$ cat config.mk
export PLATFORM = sky130hd
export DESIGN_NAME = substring_find_all_nonoverlap
export DESIGN_NICKNAME = d
export VERILOG_FILES = /design/src/design/sfan_pkg.sv /design/src/design/substring_find_all_nonoverlap.sv /design/src/design/sfan_match.sv /design/src/design/sfan_outq.sv
export VERILOG_INCLUDE_DIRS = /design/src /design/src/design
export SDC_FILE = /design/constraint.sdc
export NUM_CORES = 1
export LEC_CHECK = 0
export ABC_AREA = 0
export BUFFER_PORTS_ARGS = -buffer_cell sky130_fd_sc_hd__buf_2
export CORE_MARGIN = 2
export CORE_UTILIZATION = 62
export DETAILED_ROUTE_END_ITERATION = 10
export PLACE_DENSITY = 0.78
export REMOVE_ABC_BUFFERS = 1
export SETUP_SLACK_MARGIN = 0.1
export SLEW_MARGIN = 15
export SYNTH_ARGS = -nofsm -noshare
export SYNTH_HDL_FRONTEND = slang
export SYNTH_SLANG_ARGS = --single-unit
$ cat constraint.sdc
create_clock -name clk -period 8.5 [get_ports clk]
set_input_delay 1.7 -clock clk [delete_from_list [all_inputs] [get_ports clk]]
set_output_delay 1.7 -clock clk [all_outputs]
set_load 0.02 [all_outputs]
$ cat src/design/substring_find_all_nonoverlap_defines.svh
// ----------------------------------------------------------------------------
// substring_find_all_nonoverlap assertion macros
// Concurrent check macros used by the substring search top-level design file
// ----------------------------------------------------------------------------
`ifndef SUBSTRING_FIND_ALL_NONOVERLAP_DEFINES_SVH
`define SUBSTRING_FIND_ALL_NONOVERLAP_DEFINES_SVH
`ifndef SYNTH
// same-cycle implication
`define SFAN_ASSERT_IMP(lbl, ck, rn, ante, cons) \
	lbl: assert property (@(posedge ck) disable iff (!rn) (ante) |-> (cons)) \
		else $error("sfan: same cycle check failed");
// next-cycle implication
`define SFAN_ASSERT_NXT(lbl, ck, rn, ante, cons) \
	lbl: assert property (@(posedge ck) disable iff (!rn) (ante) |=> (cons)) \
		else $error("sfan: next cycle check failed");
`else
`define SFAN_ASSERT_IMP(lbl, ck, rn, ante, cons)
`define SFAN_ASSERT_NXT(lbl, ck, rn, ante, cons)
`endif
`endif

$ cat src/design/sfan_pkg.sv
// ----------------------------------------------------------------------------
// sfan_pkg
// Types, constants and helpers of the streaming substring search
// ----------------------------------------------------------------------------
package sfan_pkg;

	localparam int PAT_MAX_DEF    = 16;
	localparam int STREAM_MAX_DEF = 65536;
	localparam int OQ_DEPTH       = 4;

	localparam logic KIND_MATCH   = 1'b0;
	localparam logic KIND_SUMMARY = 1'b1;

	localparam logic [1:0] REG_PAT_LOW   = 2'd0;
	localparam logic [1:0] REG_PAT_HIGH  = 2'd1;
	localparam logic [1:0] REG_PAT_LEN   = 2'd2;
	localparam logic [1:0] REG_SRCH_STRT = 2'd3;

	localparam logic [16:0] COUNT_MAX = 17'h1FFFF;

	typedef struct packed {
		logic [7:0] data_byte;
		logic       last_byte;
	} req_t;

	typedef struct packed {
		logic        result_kind;
		logic [15:0] match_position;
		logic [16:0] match_count;
		logic        overflow;
		logic        last_result;
	} rsp_t;

	// byte idx of the 128-bit pattern, byte 0 in the low bits
	function automatic logic [7:0] pat_byte(input logic [127:0] pat, input logic [3:0] idx);
		pat_byte = pat[{idx, 3'b000} +: 8];
	endfunction

endpackage

$ cat src/design/substring_find_all_nonoverlap.sv
// results of an accepted request are registered in the result queue and shown on rsp from its head
// throughput: one byte per cycle while req_stall is low; the window compare is a single parallel stage
// a byte that ends the stream on a match queues two results, so a run of such
// bytes is limited by the one-result-a-cycle drain (while rsp_stall is low) of the four-entry result queue
// reset: arst_n clears config registers (pattern length to 1), stream state and queue pointers at once; no init sweep
// ----------------------------------------------------------------------------
// substring_find_all_nonoverlap
// Streaming leftmost non-overlapping search of a 1 to 16 byte pattern
// ----------------------------------------------------------------------------
`include "substring_find_all_nonoverlap_defines.svh"

module substring_find_all_nonoverlap
	import sfan_pkg::*;
#(
	parameter int PAT_MAX    = PAT_MAX_DEF,
	parameter int STREAM_MAX = STREAM_MAX_DEF
) (
	input  logic        clk,
	input  logic        arst_n,
	input  logic        psel,
	input  logic        penable,
	input  logic        pwrite,
	input  logic [4:0]  paddr,
	input  logic [63:0] pwdata,
	output logic [63:0] prdata,
	output logic        pready,
	input  logic        req_valid,
	output logic        req_stall,
	input  req_t        req_data,
	output logic        rsp_valid,
	input  logic        rsp_stall,
	output rsp_t        rsp_data
);

	localparam int POS_W = $clog2(STREAM_MAX + 1);
	localparam int NAS_W = (POS_W > 16) ? POS_W : 16;
	localparam int VB_W  = $clog2(PAT_MAX + 1);

	// configuration registers
	logic [63:0] pat_low_q;
	logic [63:0] pat_high_q;
	logic [4:0]  pat_len_q;
	logic [15:0] srch_strt_q;

	// stream state
	logic [PAT_MAX-1:0][7:0] win_q;
	logic [VB_W-1:0]         vb_q;
	logic [POS_W-1:0]        pos_q;
	logic [NAS_W-1:0]        nas_q;
	logic [16:0]             cnt_q;
	logic                    ovf_q;

	logic                    cfg_wr;
	logic                    acc;
	logic                    room;
	logic [PAT_MAX-1:0][7:0] win_nxt;
	logic [VB_W-1:0]         vb_nxt;
	logic                    ovf_path;
	logic                    len_ok;
	logic                    win_hit;
	logic                    hit;
	logic [POS_W-1:0]        start;
	logic [NAS_W-1:0]        pos_inc;
	logic [16:0]             cnt_nxt;
	logic                    ovf_nxt;
	logic [1:0]              push_n;
	rsp_t                    match_res;
	rsp_t                    sum_res;
	rsp_t                    item0;
	rsp_t                    item1;

	assign pready = 1'b1;
	assign cfg_wr = psel && penable && pwrite && pready;

	always_comb begin
		unique case (paddr[4:3])
			REG_PAT_LOW:   prdata = pat_low_q;
			REG_PAT_HIGH:  prdata = pat_high_q;
			REG_PAT_LEN:   prdata = {59'b0, pat_len_q};
			REG_SRCH_STRT: prdata = {48'b0, srch_strt_q};
			default:       prdata = '0;
		endcase
	end

	assign req_stall = !room;
	assign acc       = req_valid && !req_stall;

	always_comb begin
		win_nxt[0] = req_data.data_byte;
		for (int k = 1; k < PAT_MAX; k++) begin
			win_nxt[k] = win_q[k-1];
		end
	end

	assign vb_nxt   = (vb_q < VB_W'(PAT_MAX)) ? vb_q + VB_W'(1) : vb_q;
	assign ovf_path = (pos_q >= POS_W'(STREAM_MAX));
	assign len_ok   = (pat_len_q != 5'd0) && (pat_len_q <= 5'(PAT_MAX));
	assign start    = pos_q + POS_W'(1) - POS_W'(pat_len_q);
	assign pos_inc  = NAS_W'(pos_q) + NAS_W'(1);

	sfan_match #(
		.PAT_MAX (PAT_MAX)
	) u_match (
		.win (win_nxt),
		.pat ({pat_high_q, pat_low_q}),
		.len (pat_len_q),
		.hit (win_hit)
	);

	assign hit = !ovf_path && len_ok && (5'(vb_nxt) >= pat_len_q)
		&& (NAS_W'(start) >= nas_q) && win_hit;

	assign cnt_nxt = (hit && cnt_q != COUNT_MAX) ? cnt_q + 17'd1 : cnt_q;
	assign ovf_nxt = ovf_q || ovf_path;

	always_comb begin
		match_res.result_kind    = KIND_MATCH;
		match_res.match_position = 16'(start);
		match_res.match_count    = cnt_nxt;
		match_res.overflow       = ovf_q;
		match_res.last_result    = !req_data.last_byte;

		sum_res.result_kind    = KIND_SUMMARY;
		sum_res.match_position = 16'd0;
		sum_res.match_count    = cnt_nxt;
		sum_res.overflow       = ovf_nxt;
		sum_res.last_result    = 1'b1;

		item0  = hit ? match_res : sum_res;
		item1  = sum_res;
		push_n = acc ? (2'(hit) + 2'(req_data.last_byte)) : 2'd0;
	end

	sfan_outq u_outq (
		.clk       (clk),
		.arst_n    (arst_n),
		.push_n    (push_n),
		.item0     (item0),
		.item1     (item1),
		.room      (room),
		.rsp_valid (rsp_valid),
		.rsp_stall (rsp_stall),
		.rsp_data  (rsp_data)
	);

	always_ff @(posedge clk or negedge arst_n) begin
		if (!arst_n) begin
			pat_low_q   <= '0;
			pat_high_q  <= '0;
			pat_len_q   <= 5'd1;
			srch_strt_q <= '0;
		end else if (cfg_wr) begin
			unique case (paddr[4:3])
				REG_PAT_LOW:   pat_low_q   <= pwdata;
				REG_PAT_HIGH:  pat_high_q  <= pwdata;
				REG_PAT_LEN:   pat_len_q   <= pwdata[4:0];
				REG_SRCH_STRT: srch_strt_q <= pwdata[15:0];
				default:       pat_len_q   <= pat_len_q;
			endcase
		end
	end

	always_ff @(posedge clk or negedge arst_n) begin
		if (!arst_n) begin
			win_q <= '0;
			vb_q  <= '0;
			pos_q <= '0;
			nas_q <= '0;
			cnt_q <= '0;
			ovf_q <= 1'b0;
		end else if (cfg_wr && paddr[4:3] == REG_SRCH_STRT) begin
			// new start offset only counts before the first byte of a stream
			if (pos_q == '0 && !ovf_q) begin
				nas_q <= NAS_W'(pwdata[15:0]);
			end
		end else if (acc) begin
			if (req_data.last_byte) begin
				win_q <= '0;
				vb_q  <= '0;
				pos_q <= '0;
				nas_q <= NAS_W'(srch_strt_q);
				cnt_q <= '0;
				ovf_q <= 1'b0;
			end else if (ovf_path) begin
				ovf_q <= 1'b1;
			end else begin
				win_q <= win_nxt;
				vb_q  <= vb_nxt;
				pos_q <= pos_q + POS_W'(1);
				cnt_q <= cnt_nxt;
				// resume just past the accepted match
				if (hit) begin
					nas_q <= pos_inc;
				end
			end
		end
	end

	`SFAN_ASSERT_NXT(a_end_clears, clk, arst_n, acc && req_data.last_byte, pos_q == '0 && cnt_q == '0 && !ovf_q && rsp_valid)
	`SFAN_ASSERT_NXT(a_resume_past, clk, arst_n, acc && hit && !req_data.last_byte, nas_q == $past(pos_inc) && cnt_q != '0)
	`SFAN_ASSERT_IMP(a_ovf_saturated, clk, arst_n, ovf_q, pos_q == POS_W'(STREAM_MAX))
	`SFAN_ASSERT_IMP(a_no_hit_overlong, clk, arst_n, ovf_path, !hit)

endmodule

$ cat src/design/sfan_match.sv
// ----------------------------------------------------------------------------
// sfan_match
// Parallel compare of the byte window against the pattern ending at the newest byte
// ----------------------------------------------------------------------------
module sfan_match
	import sfan_pkg::*;
#(
	parameter int PAT_MAX = PAT_MAX_DEF
) (
	input  logic [PAT_MAX-1:0][7:0] win,
	input  logic [127:0]            pat,
	input  logic [4:0]              len,
	output logic                    hit
);

	always_comb begin
		hit = 1'b1;
		for (int k = 0; k < PAT_MAX; k++) begin
			// window slot k holds pattern byte len-1-k
			if (5'(k) < len) begin
				if (win[k] != pat_byte(pat, 4'(len - 5'd1 - 5'(k)))) begin
					hit = 1'b0;
				end
			end
		end
	end

endmodule

$ cat src/design/sfan_outq.sv
// ----------------------------------------------------------------------------
// sfan_outq
// Small result queue taking up to two results a cycle and giving one while rsp_stall is low
// ----------------------------------------------------------------------------
module sfan_outq
	import sfan_pkg::*;
(
	input  logic       clk,
	input  logic       arst_n,
	input  logic [1:0] push_n,
	input  rsp_t       item0,
	input  rsp_t       item1,
	output logic       room,
	output logic       rsp_valid,
	input  logic       rsp_stall,
	output rsp_t       rsp_data
);

	localparam int PTR_W = $clog2(OQ_DEPTH);

	rsp_t             mem_q [OQ_DEPTH];
	logic [PTR_W-1:0] wr_ptr_q;
	logic [PTR_W-1:0] rd_ptr_q;
	logic [PTR_W:0]   cnt_q;
	logic             pop;

	assign rsp_valid = (cnt_q != '0);
	assign rsp_data  = mem_q[rd_ptr_q];
	assign pop       = rsp_valid && !rsp_stall;
	// two free slots needed for a request that ends a stream on a match
	assign room      = (cnt_q <= (PTR_W+1)'(OQ_DEPTH - 2));

	always_ff @(posedge clk) begin
		if (push_n != 2'd0) begin
			mem_q[wr_ptr_q] <= item0;
		end
		if (push_n == 2'd2) begin
			mem_q[wr_ptr_q + PTR_W'(1)] <= item1;
		end
	end

	always_ff @(posedge clk or negedge arst_n) begin
		if (!arst_n) begin
			wr_ptr_q <= '0;
			rd_ptr_q <= '0;
			cnt_q    <= '0;
		end else begin
			wr_ptr_q <= wr_ptr_q + PTR_W'(push_n);
			if (pop) begin
				rd_ptr_q <= rd_ptr_q + PTR_W'(1);
			end
			cnt_q <= cnt_q + (PTR_W+1)'(push_n) - (PTR_W+1)'(pop);
		end
	end

endmodule
==> results.md, run 1 <==
* Die area at 51,400 um2
* Setup ws final at 0.969 ns
* Ys flop type: dfrtp_1
* Async set or reset register ratio after synthesis at 0.698
* Worst path top cell family by delay: simple AND/OR/NAND/NOR gates
* P_sw at 5.54 mW
* Vias in the first global route at 23,700
* Hold Slack at 0.450 ns
* Max VDD drop at 0.000203 V
* Period minus WS final at 7.53 ns
* Crit share post-route at 0.886
* Top-count cell post-synth: nand2_1
* PwrDens at 366 nW/um2
* Layout cell share with drive strength beyond 1 at 0.217
* Post-synthesis compound-gate area fraction at 0.0984
* First-pass DRT Iterations at 6
* # clock sinks at 477
* Synth unique cells at 80
* Critical Path Stages at 20
* Leakage at 14.5 nW
* Final std cells w/o fill at 3,814
* Post-route cell area at 33,900 um2
* CTS Buf Count at 51
* Die height at 227 um
* Mapped cell area at 30,700 um2
* Logic pwr share at 0.559
* CTS max path bufs at 3
* Hold_buf cts at 0
* Least-Margin Pin Slew at 1.20 ns
* Largest area contributor in the netlist: dfrtp_1
* First-pass GRT wire length at 138,000 um
* Number of H-tree levels at 2
* Clock-pin slew on the worst setup and hold paths at 0.07 ns
* HPWL after DPL at 64,200 um
* Buf/Inv on CP at 5
* Synthesis-to-finish area growth at 10.5%
* Clk_lat worst skew at 0.63 ns
* Tightest Hold Check Type: register to register
* CP peak stage delay at 0.76 ns
* Arrival time worst endpoint at 8.05 ns
* Total Nets Final at 3,237
* Clock Power Share at 0.191
* Sw Ratio at 0.446
* Simple-Gate Fraction of Synth Area at 0.134
* Post-synthesis sequential element count at 477
* Outcome: finished clean
* IO Pins at 188
* Mux share of post-synthesis cell area at 0.271
* Initial antenna violation count at 3
* DP Area at 32,100 um2
* Routed wire length at 90,500 um
* Slew HR at 0.197
* Synth top area cells: dfrtp_1 (27%), mux4_2 (12%), mux2i_1 (9.5%)
* Max cap viols at 0
* YS warnings at 0
* DR WL/cell at 23.7 um
* Worst Hold Path Cells at 2
* # setup viols final at 0
* Achievable clock frequency at 0.133 GHz
* Largest net degree at the start of global routing at 304
* Yosys top cell area share at 0.270
* EDFF count, synth at 72
* Crit path kind: register to register
* Sequential power share at 0.250
* Top cells by count, synth: nand2_1 (501), dfrtp_1 (332), mux2i_1 (293), o21ai_0 (206), nor2_1 (203)
* Pre-CTS setup slack at 1.11 ns
* CP Data Required Time at 9.02 ns
* Sequential share of the synthesized area at 0.389
* Clock root buffer: clkbuf_16
* CTS-repair resized insts at 0
* Critical Path Fanout Max at 14
* P_int at 6.89 mW
* FF-to-FF path depth at 20
* Routability-driven placement congestion ratio at 0.997
* Clock skew at 0.0290 ns
* Initial Util at 0.628
* CTS tree: built
* Die width at 227 um
* Iter 0 DRT Violations at 2,827
* Sequence of cells on the critical path: clkinv_2, ha_4, xnor2_4, buf_4, ha_1, xnor3_1, mux4_2, xor2_1, nor4_1, nand4_1, o41ai_2, nand2_1, nor3_1, inv_1, ha_1, mux2_2, nand3_1, clkinv_1, buf_4, o22a_1
* Cell count after synthesis at 3,013
* Post-Synth XOR/XNOR Area at 0.0499
* Post-Syn Area per Cell at 10.2 um2
* Vias at 25,000
* Synth Area in Adders at 0.0196
* GR Util All Layers at 0.355
* Crit. End Element: register
* DP Cell Count at 3,716
* Rows at 81
* CP max stage cell: xnor3_1
* Vias/cell at 6.56
* Startpoint Class: register
* Antenna-violating nets left at 0
* PortBufs at 183
* Post-CTS setup buffers at 0
* Drt drc at 0
* Final Hold Vio Count at 0
* Grt ovf at 0
* RSZ-0062 raised after global routing: no
* Fin util at 0.693
* Largest family of logic cells by synthesized area: multiplexers
* Final max-slew violation count at 0
* Core Area at 49,000 um2
[power by group through the flow]
stage,sequential (mW),clock (mW),combinational (mW)
final,3.11,2.37,6.96
after global routing,3.15,2.49,7.32
after CTS,3.09,2.39,6.78
after detailed placement,3.13,0,6.73
after global placement,3.09,0,6.56
after floorplan,3.05,0,4.83
[per-layer routing]
metal,global-route usage,routed length [um]
met5,0,27
met4,0.150,4020
met3,0.0743,8730
met2,0.530,40200
met1,0.505,37500
[worst register-to-register path: stages, from the launching register on]
cell and delay (ns):
dfstp_4 0.64, clkinv_2 0.08, ha_4 0.19, xnor2_4 0.17
buf_4 0.30, ha_1 0.26, xnor3_1 0.76, mux4_2 0.61
xor2_1 0.25, nor4_1 0.64, nand4_1 0.26, o41ai_2 0.64
nand2_1 0.30, nor3_1 0.36, inv_1 0.09, ha_1 0.37
mux2_2 0.37, nand3_1 0.13, clkinv_1 0.40, buf_4 0.38
o22a_1 0.23
[cell families after synthesis]
| logic type | count (synthesis) |
|---|---|
| other cells | 1 |
| flops | 477 |
| fa+ha+maj | 47 |
| mux | 614 |
| simple gates | 934 |
| buf+inv | 269 |
| compound gates | 502 |
| xor+xnor | 169 |
[layout make-up]
type / count / area (um2)
flip-flops and latches: 477 / 11900
multi-input cells: 2267 / 17700
diodes: 2 / 5.00
inverters: 64 / 245
repair buffers: 244 / 1440
clock buffers: 61 / 1410
clock inverters: 35 / 389
well taps: 664 / 831
fillers: 3640 / 15000
[per-stage QoR]
step | power (mW) | setup TNS [ns]
6_report | 12.4 | 0
5_1_grt | 13.0 | 0
4_1_cts | 12.3 | 0
3_5_place_dp | 9.86 | 0
3_3_place_gp | 9.65 | 0
2_1_floorplan | 7.88 | -1745.40
[sequential cells by signal (all words and copies together), names as in the netlist]
register,count
cnt_q,17
nas_q,17
ovf_q,1
pat_high_q,64
pat_len_q,5
pat_low_q,64
pos_q,17
srch_strt_q,16
u_outq.cnt_q,3
u_outq.mem_q,144
u_outq.rd_ptr_q,2
u_outq.wr_ptr_q,2
vb_q,5
win_nxt,120
[placed cells by master, fill, tap and decap left out, drive strengths merged, types with 10 or more instances in the layout]
cell and n:
nand2 501, dfrtp 332, mux2i 293, buf 244, o21ai 218, nor2 203, mux2 164, mux4 157
a21oi 104, xnor2 97, dfxtp 72, edfxtp 72, xor2 70, inv 65, clkbuf 61, ha 45
o31ai 43, nor4 38, and3 34, nand3 34, nand4 23, clkinv 22, a211oi 20, o22ai 20
o211ai 19, nor2b 19, nor3 18, a22oi 17, o21a 14, and2 12, nand2b 11, or3 11
a21o 10
[path summary, 6_finish.rpt]
check | startpoint | endpoint | slack, ns
setup / recovery | pat_len_q[0] | u_outq.mem_q[1][35] | 0.97
hold / removal | u_outq.mem_q[0][21] | u_outq.mem_q[0][21] | 0.45
setup reg to reg | pat_len_q[0] | u_outq.mem_q[1][35] | 0.97
hold reg to reg | u_outq.mem_q[0][21] | u_outq.mem_q[0][21] | 0.45
max in group asynchronous | arst_n | u_outq.rd_ptr_q[0] | 5.72
min in group asynchronous | arst_n | pat_low_q[61] | 1.09
Note: power is estimated with default switching activity, not from simulation.
==> run 2, diff against run 1 <==
REMOVE_ABC_BUFFERS = default   (was 1)
==> results.md, run 2 (synthesis gave the netlist of run 1 again) <==
* Critical Path Fanout Max at 99 (+85)
* Hold Crit Endpoint: u_outq.mem_q[2][24]
* # setup viols final at 0 (unchanged)
* Core Area at 49,000 um2 (unchanged)
* First-pass GRT wire length at 143,000 um (+3.4%)
* Worst Min Path Start: u_outq.mem_q[2][24]
* CP Data Required Time at 8.89 ns (-0.13 ns)
* First-pass DRT Iterations at 8 (+2)
* Crit share post-route at 0.892 (+0.00585)
* Logic pwr share at 0.550 (-0.009)
* Clock-pin slew on the worst setup and hold paths at 0.07 ns (about the same)
* Antenna-violating nets left at 0 (unchanged)
* Grt ovf at 0 (unchanged)
* Routability-driven placement congestion ratio at 1.06 (+6.7%)
* HPWL after DPL at 68,200 um (+6.2%)
* FF-to-FF path depth at 23 (+15%)
* Period minus WS final at 7.58 ns (+0.0497 ns)
* Most frequent cells in the layout: nand2_1 (500), dfrtp_1 (330), mux2i_1 (293)
* Max FFs per register at 144 (unchanged)
* Total Nets Final at 3,232 (-0.15%)
* Final Hold Vio Count at 0 (unchanged)
* Clk_lat worst skew at 0.64 ns (about the same)
* Routed wire length at 93,900 um (+3.8%)
* Sequential power share at 0.251 (about the same)
* Setup TNS at 0 ns (unchanged)
* Layout cell share with drive strength beyond 1 at 0.214 (-0.00238)
* Clock root buffer: clkbuf_16
* Vias in the first global route at 24,000 (+1.3%)
* Arrival time worst endpoint at 7.97 ns (-0.08 ns)
* Number of H-tree levels at 2 (unchanged)
* Worst Hold Path Cells at 2 (unchanged)
* Clock Power Share at 0.200 (+0.009)
* P_int at 7.02 mW (+1.8%)
* Post-CTS setup buffers at 0 (unchanged)
* Hold_buf cts at 0 (unchanged)
* GR Util All Layers at 0.368 (+0.0127)
* Initial antenna violation count at 1 (-2)
* Crit path kind: register to register
* Vias/cell at 6.64 (+1.3%)
* CTS-repair resized insts at 0 (unchanged)
* Die area at 51,400 um2 (unchanged)
* CTS tree: built
* Vias at 25,300 (+1.0%)
* Iter 0 DRT Violations at 3,000 (+6.1%)
* Startpoint Class: register
* P_sw at 5.54 mW (about the same)
* CTS max path bufs at 3 (unchanged)
* Slew HR at 0.159 (-0.0384)
* IO Pins at 188 (unchanged)
* CTS Buf Count at 50 (-2.0%)
* Largest net degree at the start of global routing at 304 (unchanged)
* Total power at 12.6 mW (+0.97%)
* Sw Ratio at 0.441 (-0.00465)
* PortBufs at 183 (unchanged)
* Outcome: finished clean
* Clock skew at 0.0518 ns (+0.0228 ns)
* Achievable clock frequency at 0.132 GHz (-0.66%)
* PwrDens at 369 nW/um2 (+0.77%)
* R2R Setup Slk at 0.92 ns (-0.05 ns)
* Final max-slew violation count at 0 (unchanged)
* # clock sinks at 477 (unchanged)
* FF-to-FF End: u_outq.mem_q[2][4]
* Initial Util at 0.628 (unchanged)
* Final std cells w/o fill at 3,806 (-0.21%)
* Least-Margin Pin Slew at 1.26 ns (+0.0576 ns)
* Synthesis-to-finish area growth at 10.7%
* RSZ-0062 raised after global routing: no
* Commonest non-fill, non-tap cell in the layout: nand2_1
* Max cap viols at 0 (unchanged)
* DP Cell Count at 3,712 (-0.11%)
* Die width at 227 um (unchanged)
* Drt drc at 0 (unchanged)
* Leakage at 14.5 nW (about the same)
* R2R Path Start: pat_len_q[0]
* Largest Register: u_outq.mem_q
* Tightest Hold Check Type: register to register
* Rows at 81 (unchanged)
* DR WL/cell at 24.7 um (+4.0%)
* Mapped Nets at 3,145
* Max VDD drop at 0.000249 V (+22%)
* Die height at 227 um (unchanged)
* Crit. End Element: register
[run 2: through the flow]
stage	setup slack [ns]	hold slack, ns	util	instance area (um2)
2_1_floorplan	1.03	0.420	-	30700
3_3_place_gp	1.24	0.428	0.655	32100
3_5_place_dp	1.12	0.434	0.655	32100
4_1_cts	1.09	0.450	0.695	34000
5_1_grt	0.290	0.478	0.695	34000
6_report	0.919	0.451	0.695	34000
[run 2: power by group through the flow]
stage,Combinational (mW),Sequential (mW),Clock (mW)
floorplan,4.91,2.93,0
global placement,6.50,3.12,0
detailed placement,6.68,3.16,0
CTS,6.72,3.12,2.52
global route,7.28,3.18,2.61
finish,6.90,3.15,2.51
[run 2: area by class of cell]
cell class	instances	area, um2
Antenna cell	1	2.50
Clock buffer	69	1500
Clock inverter	24	423
Fill cell	3558	14900
Inverter	64	245
Multi-Input combinational cell	2267	17700
Sequential cell	477	11900
Tap cell	664	831
Timing Repair Buffer	240	1390
[run 2: worst max-delay path by stage]
stage                      start                  to  slack (ns)  cells past startpoint
finish              pat_len_q[0]  u_outq.mem_q[2][4]        0.92                     23
global route            pos_q[0]  u_outq.mem_q[2][4]        0.29                     29
CTS                     pos_q[0]  u_outq.mem_q[2][4]        1.09                     29
detailed placement      pos_q[0]  u_outq.mem_q[2][4]        1.12                     29
global placement        pos_q[0]  u_outq.mem_q[2][4]        1.24                     29
floorplan           pat_len_q[0]  u_outq.mem_q[3][8]        1.03                     28
[run 2: critical path, cell delays in order, from the launching register on]
cell and delay (ns):
dfstp_4 0.63, clkinv_2 0.12, ha_4 0.52, buf_12 0.52, mux4_2 0.43, mux2i_1 0.57
mux2i_1 0.20, xor2_1 0.18, nor4_1 0.60, a41o_1 0.37, nor2b_1 0.25, nand2_1 0.10
nor4bb_1 0.28, nand2_1 0.15, nor3_1 0.23, inv_1 0.07, ha_1 0.37, nor2_1 0.06
o21ai_0 0.18, nand2_1 0.07, nand2_1 0.09, clkinv_1 0.78, nand2_1 0.33, mux2i_1 0.11
[run 2: per-layer routing]
layer	share of wire	GRT usage	routed length [um]
met1	0.40	0.516	38000
met2	0.45	0.558	42000
met3	0.11	0.0886	10300
met4	0.039	0.134	3710
met5	0	0	0
